File: config.mk
export PLATFORM = sky130hd
export DESIGN_NAME = cell_grid_neighbour_counter
export DESIGN_NICKNAME = d
export VERILOG_FILES = /design/src/hdl/cgnc_pkg.sv /design/src/hdl/cgnc_ctrl.sv /design/src/hdl/cgnc_dp.sv /design/src/hdl/cell_grid_neighbour_counter.sv
export SDC_FILE = /design/constraint.sdc
export NUM_CORES = 2
export LEC_CHECK = 0
export BUFFER_PORTS_ARGS = -buffer_cell sky130_fd_sc_hd__buf_2
export CORE_UTILIZATION = 50
export DETAILED_ROUTE_END_ITERATION = 10
export PLACE_DENSITY = 0.68
export SETUP_SLACK_MARGIN = 0.3
export SYNTH_ARGS = -nofsm -noshare
export SYNTH_HDL_FRONTEND = slang
export SYNTH_SLANG_ARGS = --single-unit
export TNS_END_PERCENT = 50
File: constraint.sdc
create_clock -name clk -period 5.52 [get_ports clk]
set_clock_uncertainty 0.1 [all_clocks]
set_input_delay 0.552 -clock clk [delete_from_list [all_inputs] [get_ports clk]]
set_output_delay 0.552 -clock clk [all_outputs]
set_load 0.1 [all_outputs]
File: src/hdl/cgnc_pkg.sv
// Shared types and constants for the cell grid neighbour counter.
`timescale 1ns / 1ps

package cgnc_pkg;

  localparam int CFG_SIZE_W = 7;
  localparam int CFG_IDX_W  = 2;
  localparam int CFG_DATA_W = 7;

  localparam logic [CFG_IDX_W-1:0] CFG_IDX_WIDTH  = 2'd0;
  localparam logic [CFG_IDX_W-1:0] CFG_IDX_HEIGHT = 2'd1;
  localparam logic [CFG_IDX_W-1:0] CFG_IDX_WALLS  = 2'd2;

  localparam logic [2:0] OP_TOGGLE = 3'd0;
  localparam logic [2:0] OP_SET    = 3'd1;
  localparam logic [2:0] OP_CLEAR  = 3'd2;
  localparam logic [2:0] OP_FILL   = 3'd3;
  localparam logic [2:0] OP_COUNT  = 3'd4;

  typedef struct packed {
    logic [2:0] op;
    logic [5:0] col;
    logic [5:0] row;
    logic       new_alive;
  } in_item_t;

  typedef struct packed {
    logic       in_bounds;
    logic       cell_alive;
    logic [3:0] neighbour_count;
  } out_item_t;

  typedef enum logic [1:0] {
    KIND_SWEEP,
    KIND_WRITE,
    KIND_COUNT,
    KIND_PEEK
  } op_kind_t;

  typedef enum logic [1:0] {
    ROW_UP,
    ROW_MID,
    ROW_DN
  } row_sel_t;

  typedef enum logic [2:0] {
    ST_IDLE,
    ST_SWEEP,
    ST_RD_UP,
    ST_RD_MID,
    ST_RD_DN,
    ST_ACC,
    ST_MOD,
    ST_DONE
  } ctrl_state_t;

  typedef struct packed {
    logic     load;
    logic     rd_en;
    row_sel_t rd_sel;
    logic     acc_en;
    row_sel_t acc_sel;
    logic     mid_now;
    logic     wr_row;
    logic     sweep_wr;
    logic     finish;
  } dp_cmd_t;

  typedef struct packed {
    op_kind_t kind;
    logic     inb;
    logic     sweep_last;
  } dp_status_t;

endpackage

File: src/hdl/cgnc_ctrl.sv
// Sequencing state machine for the cell grid neighbour counter.
`timescale 1ns / 1ps

module cgnc_ctrl (
  input  logic                clk,
  input  logic                rst_n,
  input  logic                start,
  input  cgnc_pkg::dp_status_t st,
  output cgnc_pkg::dp_cmd_t    cmd,
  output logic                busy
);

  cgnc_pkg::ctrl_state_t state_r, state_nxt;
  logic                  count_r, count_nxt;

  always_ff @(posedge clk) begin
    if (!rst_n) begin
      state_r <= cgnc_pkg::ST_IDLE;
      count_r <= 1'b0;
    end else begin
      state_r <= state_nxt;
      count_r <= count_nxt;
    end
  end

  always_comb begin
    state_nxt   = state_r;
    count_nxt   = count_r;
    cmd         = '0;
    cmd.rd_sel  = cgnc_pkg::ROW_MID;
    cmd.acc_sel = cgnc_pkg::ROW_MID;
    unique case (state_r)
      cgnc_pkg::ST_IDLE: begin
        if (start) begin
          cmd.load  = 1'b1;
          count_nxt = (st.kind == cgnc_pkg::KIND_COUNT);
          priority if (st.kind == cgnc_pkg::KIND_SWEEP) begin
            state_nxt = cgnc_pkg::ST_SWEEP;
          end else if (!st.inb) begin
            state_nxt = cgnc_pkg::ST_DONE;
          end else if (st.kind == cgnc_pkg::KIND_COUNT) begin
            state_nxt = cgnc_pkg::ST_RD_UP;
          end else begin
            state_nxt = cgnc_pkg::ST_RD_MID;
          end
        end
      end
      cgnc_pkg::ST_SWEEP: begin
        cmd.sweep_wr = 1'b1;
        if (st.sweep_last) begin
          cmd.finish = 1'b1;
          state_nxt  = cgnc_pkg::ST_IDLE;
        end
      end
      cgnc_pkg::ST_RD_UP: begin
        cmd.rd_en  = 1'b1;
        cmd.rd_sel = cgnc_pkg::ROW_UP;
        state_nxt  = cgnc_pkg::ST_RD_MID;
      end
      cgnc_pkg::ST_RD_MID: begin
        cmd.rd_en  = 1'b1;
        cmd.rd_sel = cgnc_pkg::ROW_MID;
        if (count_r) begin
          cmd.acc_en  = 1'b1;
          cmd.acc_sel = cgnc_pkg::ROW_UP;
          state_nxt   = cgnc_pkg::ST_RD_DN;
        end else begin
          state_nxt = cgnc_pkg::ST_MOD;
        end
      end
      cgnc_pkg::ST_RD_DN: begin
        cmd.rd_en   = 1'b1;
        cmd.rd_sel  = cgnc_pkg::ROW_DN;
        cmd.acc_en  = 1'b1;
        cmd.acc_sel = cgnc_pkg::ROW_MID;
        cmd.mid_now = 1'b1;
        state_nxt   = cgnc_pkg::ST_ACC;
      end
      cgnc_pkg::ST_ACC: begin
        cmd.acc_en  = 1'b1;
        cmd.acc_sel = cgnc_pkg::ROW_DN;
        cmd.finish  = 1'b1;
        state_nxt   = cgnc_pkg::ST_IDLE;
      end
      cgnc_pkg::ST_MOD: begin
        cmd.mid_now = 1'b1;
        cmd.wr_row  = 1'b1;
        cmd.finish  = 1'b1;
        state_nxt   = cgnc_pkg::ST_IDLE;
      end
      cgnc_pkg::ST_DONE: begin
        cmd.finish = 1'b1;
        state_nxt  = cgnc_pkg::ST_IDLE;
      end
      default: begin
        state_nxt = cgnc_pkg::ST_IDLE;
      end
    endcase
  end

  assign busy = (state_r != cgnc_pkg::ST_IDLE);

endmodule

File: src/hdl/cgnc_dp.sv
// Datapath of the cell grid neighbour counter: cell store, neighbour adder and result register.
`timescale 1ns / 1ps

module cgnc_dp #(
  parameter int MAX_COLS = 64,
  parameter int MAX_ROWS = 64
) (
  input  logic                                clk,
  input  logic                                rst_n,
  input  cgnc_pkg::in_item_t                  in_data,
  input  logic [cgnc_pkg::CFG_SIZE_W-1:0]     grid_width,
  input  logic [cgnc_pkg::CFG_SIZE_W-1:0]     grid_height,
  input  logic                                walls_on,
  input  cgnc_pkg::dp_cmd_t                   cmd,
  output cgnc_pkg::dp_status_t                st,
  output logic                                out_strobe,
  output cgnc_pkg::out_item_t                 out_data
);

  localparam int CW = $clog2(MAX_COLS);
  localparam int RW = $clog2(MAX_ROWS);
  localparam int WW = ($clog2(MAX_COLS + 1) > cgnc_pkg::CFG_SIZE_W) ?
                      $clog2(MAX_COLS + 1) : cgnc_pkg::CFG_SIZE_W;
  localparam int HW = ($clog2(MAX_ROWS + 1) > cgnc_pkg::CFG_SIZE_W) ?
                      $clog2(MAX_ROWS + 1) : cgnc_pkg::CFG_SIZE_W;

  logic [MAX_COLS-1:0] mem [MAX_ROWS];
  logic [MAX_ROWS-1:0] row_vld_r;
  logic [MAX_COLS-1:0] rd_data_r;
  logic                rd_valid_r;

  logic [2:0]    op_r;
  logic [5:0]    col_r;
  logic [5:0]    row_r;
  logic          nv_r;
  logic          inb_r;
  logic          alive_r;
  logic [3:0]    cnt_r;
  logic [RW-1:0] sweep_r;
  logic          out_valid_r;
  cgnc_pkg::out_item_t out_data_r;

  logic [WW-1:0] w_eff, gw_x, col_x, c_lft_x, c_rgt_x;
  logic [HW-1:0] h_eff, gh_x, row_x, r_up_x, r_dn_x;
  logic          up_ok, dn_ok, lft_ok, rgt_ok;
  logic [RW-1:0] rd_addr, mid_addr;
  logic [CW-1:0] c_lft, c_mid, c_rgt;
  logic [MAX_COLS-1:0] rd_row, new_row, fill_row;
  logic          mid_bit_new, row_ok, bit_l, bit_c, bit_r;
  logic [1:0]    row_sum;
  logic [3:0]    cnt_sum;
  logic          alive_src;

  // Effective grid size: zero acts as one, anything above the store acts as its size.
  always_comb begin
    gw_x = WW'(grid_width);
    gh_x = HW'(grid_height);
    if (grid_width == '0) begin
      w_eff = WW'(1);
    end else if (gw_x > WW'(MAX_COLS)) begin
      w_eff = WW'(MAX_COLS);
    end else begin
      w_eff = gw_x;
    end
    if (grid_height == '0) begin
      h_eff = HW'(1);
    end else if (gh_x > HW'(MAX_ROWS)) begin
      h_eff = HW'(MAX_ROWS);
    end else begin
      h_eff = gh_x;
    end
  end

  always_comb begin
    st.inb        = (WW'(in_data.col) < w_eff) && (HW'(in_data.row) < h_eff);
    st.sweep_last = (sweep_r == RW'(MAX_ROWS - 1));
    unique case (in_data.op)
      cgnc_pkg::OP_CLEAR, cgnc_pkg::OP_FILL:  st.kind = cgnc_pkg::KIND_SWEEP;
      cgnc_pkg::OP_TOGGLE, cgnc_pkg::OP_SET:  st.kind = cgnc_pkg::KIND_WRITE;
      cgnc_pkg::OP_COUNT:                     st.kind = cgnc_pkg::KIND_COUNT;
      default:                                st.kind = cgnc_pkg::KIND_PEEK;
    endcase
  end

  // Neighbour coordinates, wrapped around the edges of the grid in use; with walls on, off-edge neighbours are masked.
  always_comb begin
    col_x   = WW'(col_r);
    row_x   = HW'(row_r);
    c_lft_x = (col_x == '0) ? w_eff - WW'(1) : col_x - WW'(1);
    c_rgt_x = (col_x + WW'(1) == w_eff) ? '0 : col_x + WW'(1);
    r_up_x  = (row_x == '0) ? h_eff - HW'(1) : row_x - HW'(1);
    r_dn_x  = (row_x + HW'(1) == h_eff) ? '0 : row_x + HW'(1);
    lft_ok  = !walls_on || (col_x != '0);
    rgt_ok  = !walls_on || (col_x + WW'(1) != w_eff);
    up_ok   = !walls_on || (row_x != '0);
    dn_ok   = !walls_on || (row_x + HW'(1) != h_eff);
    c_lft   = c_lft_x[CW-1:0];
    c_mid   = col_x[CW-1:0];
    c_rgt   = c_rgt_x[CW-1:0];
    mid_addr = row_x[RW-1:0];
    unique case (cmd.rd_sel)
      cgnc_pkg::ROW_UP: rd_addr = r_up_x[RW-1:0];
      cgnc_pkg::ROW_DN: rd_addr = r_dn_x[RW-1:0];
      default:          rd_addr = mid_addr;
    endcase
  end

  always_comb begin
    rd_row   = rd_valid_r ? rd_data_r : '0;
    fill_row = (op_r == cgnc_pkg::OP_FILL) ? '1 : '0;
    priority if (op_r == cgnc_pkg::OP_TOGGLE) begin
      mid_bit_new = ~rd_row[c_mid];
    end else if (op_r == cgnc_pkg::OP_SET) begin
      mid_bit_new = nv_r;
    end else begin
      mid_bit_new = rd_row[c_mid];
    end
    new_row        = rd_row;
    new_row[c_mid] = mid_bit_new;
  end

  always_comb begin
    bit_l = lft_ok && rd_row[c_lft];
    bit_c = (cmd.acc_sel != cgnc_pkg::ROW_MID) && rd_row[c_mid];
    bit_r = rgt_ok && rd_row[c_rgt];
    unique case (cmd.acc_sel)
      cgnc_pkg::ROW_UP: row_ok = up_ok;
      cgnc_pkg::ROW_DN: row_ok = dn_ok;
      default:          row_ok = 1'b1;
    endcase
    row_sum   = row_ok ? (2'(bit_l) + 2'(bit_c) + 2'(bit_r)) : 2'd0;
    cnt_sum   = cnt_r + 4'(row_sum);
    alive_src = cmd.mid_now ? mid_bit_new : alive_r;
  end

  always_ff @(posedge clk) begin
    if (cmd.sweep_wr) begin
      mem[sweep_r] <= fill_row;
    end else if (cmd.wr_row) begin
      mem[mid_addr] <= new_row;
    end
    if (cmd.rd_en) begin
      rd_data_r <= mem[rd_addr];
    end
  end

  always_ff @(posedge clk) begin
    if (!rst_n) begin
      row_vld_r  <= '0;
      rd_valid_r <= 1'b0;
    end else begin
      if (cmd.sweep_wr) begin
        row_vld_r[sweep_r] <= 1'b1;
      end else if (cmd.wr_row) begin
        row_vld_r[mid_addr] <= 1'b1;
      end
      if (cmd.rd_en) begin
        rd_valid_r <= row_vld_r[rd_addr];
      end
    end
  end

  always_ff @(posedge clk) begin
    if (cmd.load) begin
      op_r    <= in_data.op;
      col_r   <= in_data.col;
      row_r   <= in_data.row;
      nv_r    <= in_data.new_alive;
      inb_r   <= st.inb;
      alive_r <= (in_data.op == cgnc_pkg::OP_FILL);
      cnt_r   <= '0;
      sweep_r <= '0;
    end else begin
      if (cmd.sweep_wr) begin
        sweep_r <= sweep_r + RW'(1);
      end
      if (cmd.acc_en) begin
        cnt_r <= cnt_sum;
      end
      if (cmd.mid_now) begin
        alive_r <= mid_bit_new;
      end
    end
    if (cmd.finish) begin
      out_data_r.in_bounds       <= inb_r;
      out_data_r.cell_alive      <= inb_r & alive_src;
      out_data_r.neighbour_count <= cmd.acc_en ? cnt_sum : cnt_r;
    end
  end

  always_ff @(posedge clk) begin
    if (!rst_n) begin
      out_valid_r <= 1'b0;
    end else begin
      out_valid_r <= cmd.finish;
    end
  end

  assign out_strobe = out_valid_r;
  assign out_data   = out_data_r;

endmodule

File: src/hdl/cell_grid_neighbour_counter.sv
// Top level of the cell grid neighbour counter: configuration registers and block assembly.
`timescale 1ns / 1ps

// A command is taken at a rising edge with start high and busy low; busy then stays
// high until the command is done. Each command gives one result beat on out_data,
// marked by out_strobe for one cycle, in the cycle in which busy falls. The
// receiver cannot stall; a new command may be started in the same cycle the
// previous result is shown.
// A count reads three rows from the single-port cell store, one row per cycle;
// toggle, set and unused codes read the addressed row and write it back, a
// coordinate outside the grid skips the store, and clear or fill write every
// row of the store, one row per cycle.
// The cfg port writes grid_width (index 0), grid_height (index 1) and walls_on
// (index 2) at any edge with cfg_we high; change it only while busy is low.
// Synchronous reset returns the sizes to 64 by 64 with wrapping edges, marks every
// row of the store as dead through per-row valid bits at once, and drops any
// command in progress.

module cell_grid_neighbour_counter #(
  parameter int MAX_COLS = 64,
  parameter int MAX_ROWS = 64
) (
  input  logic                              clk,
  input  logic                              rst_n,
  input  logic                              start,
  output logic                              busy,
  input  cgnc_pkg::in_item_t                in_data,
  output logic                              out_strobe,
  output cgnc_pkg::out_item_t               out_data,
  input  logic                              cfg_we,
  input  logic [cgnc_pkg::CFG_IDX_W-1:0]    cfg_index,
  input  logic [cgnc_pkg::CFG_DATA_W-1:0]   cfg_data
);

  logic [cgnc_pkg::CFG_SIZE_W-1:0] grid_width_r;
  logic [cgnc_pkg::CFG_SIZE_W-1:0] grid_height_r;
  logic                            walls_on_r;
  cgnc_pkg::dp_cmd_t               cmd;
  cgnc_pkg::dp_status_t            st;

  always_ff @(posedge clk) begin
    if (!rst_n) begin
      grid_width_r  <= cgnc_pkg::CFG_SIZE_W'(64);
      grid_height_r <= cgnc_pkg::CFG_SIZE_W'(64);
      walls_on_r    <= 1'b0;
    end else if (cfg_we) begin
      unique case (cfg_index)
        cgnc_pkg::CFG_IDX_WIDTH:  grid_width_r  <= cfg_data;
        cgnc_pkg::CFG_IDX_HEIGHT: grid_height_r <= cfg_data;
        cgnc_pkg::CFG_IDX_WALLS:  walls_on_r    <= cfg_data[0];
        default: begin
        end
      endcase
    end
  end

  cgnc_ctrl u_ctrl (
    .clk   (clk),
    .rst_n (rst_n),
    .start (start),
    .st    (st),
    .cmd   (cmd),
    .busy  (busy)
  );

  cgnc_dp #(
    .MAX_COLS (MAX_COLS),
    .MAX_ROWS (MAX_ROWS)
  ) u_dp (
    .clk         (clk),
    .rst_n       (rst_n),
    .in_data     (in_data),
    .grid_width  (grid_width_r),
    .grid_height (grid_height_r),
    .walls_on    (walls_on_r),
    .cmd         (cmd),
    .st          (st),
    .out_strobe  (out_strobe),
    .out_data    (out_data)
  );

  a_accept_busy: assert property (@(posedge clk) disable iff (!rst_n)
    (start && !busy) |=> busy)
    else $error("Accepted command did not raise busy.");

  a_result_after_busy: assert property (@(posedge clk) disable iff (!rst_n)
    out_strobe |-> ($past(busy) && !busy))
    else $error("Result beat without a command finishing.");

  a_alive_in_grid: assert property (@(posedge clk) disable iff (!rst_n)
    (out_strobe && !out_data.in_bounds) |->
      (!out_data.cell_alive && (out_data.neighbour_count == 4'd0)))
    else $error("Off-grid result reports a live cell or neighbours.");

  a_count_range: assert property (@(posedge clk) disable iff (!rst_n)
    out_strobe |-> (out_data.neighbour_count <= 4'd8))
    else $error("Neighbour count above eight.");

endmodule

==> out/metrics.cfg <==
[global_routing]
use_met2_pct = 48.2
antenna_found_initial = 15
grt_pass1_vias = 111000
grtUsageMet3_pct = 5.67
grt-busiest-layer = met2
grt_first_pass_wirelength_um = 783000
global_route.usage.met1_pct = 40.6
grtUsageTotal_pct = 30.7
grt_overflow = 0
grt_max_degree = 90

[critical_path]
rr_startpoint = u_dp.c_mid[0]$_DFFE_PP_
cp-endpoint = u_dp.cnt_r[1]$_SDFF_PP0_
crit_path_start = u_dp.c_mid[0]$_DFFE_PP_
r2r-end = u_dp.cnt_r[1]$_SDFF_PP0_
ff2ff_setup_slack_ns = 0.42
crit_path_max_fanout = 9
arrival_ns = 5.96
required_ns = 6.38
worstSetupPathType = reg2reg
critPathLaunchType = flop
endpoint_kind = flop
rr_worst_depth = 19

[cells_and_area]
layout_common_cells = 4183 x edfxtp_1, 3259 x nand2_1, 1967 x nand3_1
final_nets = 13400
postLayoutCoreUtil_pct = 58.0
syn_to_final_growth_pct = 15.1
design_area_sq_um = 201000
final_common_cell = edfxtp_1
fill_cells = 26400
layout-drive-gt1-share_pct = 11.6

[placement]
place_area_sq_um = 187000
dp_hpwl_um = 303000
port_buffers = 36
gp_congestion = 0.919
pre_cts_slack_ns = 0.224

[yosys]
synth_cell_types = 91
syn_inst = 13000
syn_nets = 13000
yosys.area_share.simple_pct = 14.2
synth_top_area_share_pct = 71.8
syn_avg_cell_area_sq_um = 13.5
ys.flop_type = edfxtp_1
synth_compound_area_share_pct = 4.23
synth.area.top_cells = edfxtp_1 72%, nand2_1 7.0%, nand3_1 5.6%
yosys_warnings = 0
synth_xor_area_share_pct = 0.157
yosysTopAreaCell = edfxtp_1
synth_area_sq_um = 175000
muxShareOfSynthArea_pct = 5.97
synth_edf_count = 4183
synth-seq-cells = 4279
ys_async_sr_fraction_pct = 0
yosys.area_share.adder_pct = 0.159
synth_top_family_by_area = simple AND/OR/NAND/NOR gates
seq_area_frac_synth_pct = 72.9

[detailed_routing]
dr.pass1.iters = 6
vias_per_cell = 6.34
drc = 0
num_vias = 116000
ant_nets = 0
wl_per_cell_um = 30.3
wirelength_um = 553000
drt_iter0_drc = 16300

[sta]
worst_slack_ns = 0.420
rsz0062_at_grt = yes
min_period_over_period_pct = 92.4
fmax_mhz = 196
setup_viol = 0
hold_viol = 0
fin_crit_ns = 5.10
report.final.slew_viol_count = 0
tightest_slew_ns = 1.19
slew_headroom_pct = 20.9
fin_hold_ws_ns = 0.150

[cts]
max-clock-path-buffers = 4
clock_latency_ns = 1.03
cts_made_buffers = 421
htree_levels = 5
tritoncts = yes
cts-root-buf = clkbuf_16
cts.sinks = 4279
clk_pin_slew_ns = 0.07

[floorplanning]
die_y_um = 593
die_x_um = 593
core_sq_um = 347000
start_util_pct = 50.4
die_area_sq_um = 352000
ios = 37
rows = 216

[power]
leakagePower_nw = 71.3
ir_drop_mv = 0.352
powerDensity_nw_per_um2 = 432

[run_status]
status = finished, final reports clean

[min_path]
min_from = in_data[0]
hp-class = in2reg

[job]
drv_cap = 0

## report_power, final
part           internal, W  switching, W  total, W
Clock               0.0158        0.0123    0.0281
Sequential          0.0367      0.000559    0.0372
Combinational      0.00753        0.0142    0.0217
## through the flow
stage / setup TNS (ns) / total power [W] / instances
detailed placement: 0 / 0.0591 / 17400
CTS: 0 / 0.0869 / 18200
global placement: -0.0211 / 0.0588 / 17400
floorplan: -1236.34 / 0.0510 / 13000
finish: 0 / 0.0870 / 18200
global route: 0 / 0.0897 / 18200
## synth_stat cells, types with 12 or more instances
master / instances
nand2b_1: 22
nand2_1: 3264
and3_1: 139
nand3_1: 1969
edfxtp_1: 4183
nand4_1: 28
a21oi_1: 117
buf_4: 50
mux4_2: 25
inv_1: 18
buf_2: 326
nor2_1: 194
nor3_1: 23
a221o_1: 64
a311oi_1: 258
a32o_1: 64
dfxtp_1: 96
xor2_1: 12
ha_1: 19
a31oi_1: 191
buf_1: 52
o21a_1: 68
clkbuf_1: 453
nor2b_1: 30
xnor2_1: 15
buf_6: 15
o21ai_0: 101
a22oi_1: 33
mux2i_1: 983
## how the worst min path moves through the flow
stage	depth (start not counted)	to	slack (ns)
3_3_place_gp	0	u_dp.out_data[5]$_DFFE_PP_	0.33
3_5_place_dp	0	u_dp.out_data[5]$_DFFE_PP_	0.33
6_report	2	u_dp.nv_r$_DFFE_PP_	0.15
5_1_grt	2	u_dp.nv_r$_DFFE_PP_	0.15
4_1_cts	2	u_dp.nv_r$_DFFE_PP_	0.11
2_1_floorplan	0	u_dp.out_data[5]$_DFFE_PP_	0.32
## sequential cells by signal, indices dropped and copies added (netlist names), 3 cells and up
name            count
u_dp.mem         4096
u_dp.rd_data_r     64
u_dp.mid_addr       6
u_dp.row_vld_r     64
u_dp.c_mid          6
u_dp.cnt_r          4
u_dp.out_data       6
grid_width_r        7
grid_height_r       7
u_dp.sweep_r        6
u_ctrl.state_r      3
u_dp.op_r           3
## layout make-up
class	instances	area [sq um]	area share [%]
repair buffers	809	9860	4.90
clock inverters	252	2370	1.18
clock buffers	520	11000	5.48
well taps	4578	5730	2.85
multi-input cells	7778	44700	22.2
inverters	19	71.3	0.0354
flip-flops and latches	4279	128000	63.4
diodes	7	17.5	0.00870
## cells by family (layout without fill, tap and decap cells)
kind of cell | after synthesis | after routing
AO/OA/AOI/OAI | 987 | 987
flip-flops | 4279 | 4279
AND/OR/NAND/NOR | 5729 | 5729
adder cells (fa/ha/maj) | 21 | 21
XOR/XNOR | 29 | 29
multiplexers | 1012 | 1012
other | 0 | 7
buffers and inverters | 915 | 1600
## worst max-delay path: stages (launching register included)
cell      delay [ns]
edfxtp_1        0.48
inv_1           0.13
ha_2            0.21
nand3_4         0.11
mux2_4          0.34
ha_4            0.27
buf_12          0.12
mux4_2          0.49
mux4_2          0.49
mux2i_2         0.22
nor2_1          0.10
a221oi_4        0.29
buf_6           0.17
fa_1            0.42
and2_1          0.15
ha_2            0.17
inv_1           0.07
fa_1            0.41
a21oi_1         0.16
nor2b_1         0.16
## routing by layer
layer / vias to the layer above / wire [um] / share of wire, %
met5: - / 50 / 0.0090
met1: 57800 / 205000 / 37
met3: 1597 / 60000 / 11
met2: 7354 / 254000 / 46
li1: 49000 / - / -
met4: 8 / 34400 / 6.2
## timing repair
action / in CTS / in global routing
pin swaps: 0 / 4
resized for setup: 3 / 31
cloned: 0 / 0
hold buffers: 31 / 0
setup buffers: 1 / 2
endpoints found under the setup margin: 5 / 11
endpoints found under the hold margin: 43 / 0
Power figures use the tool's default switching activity.
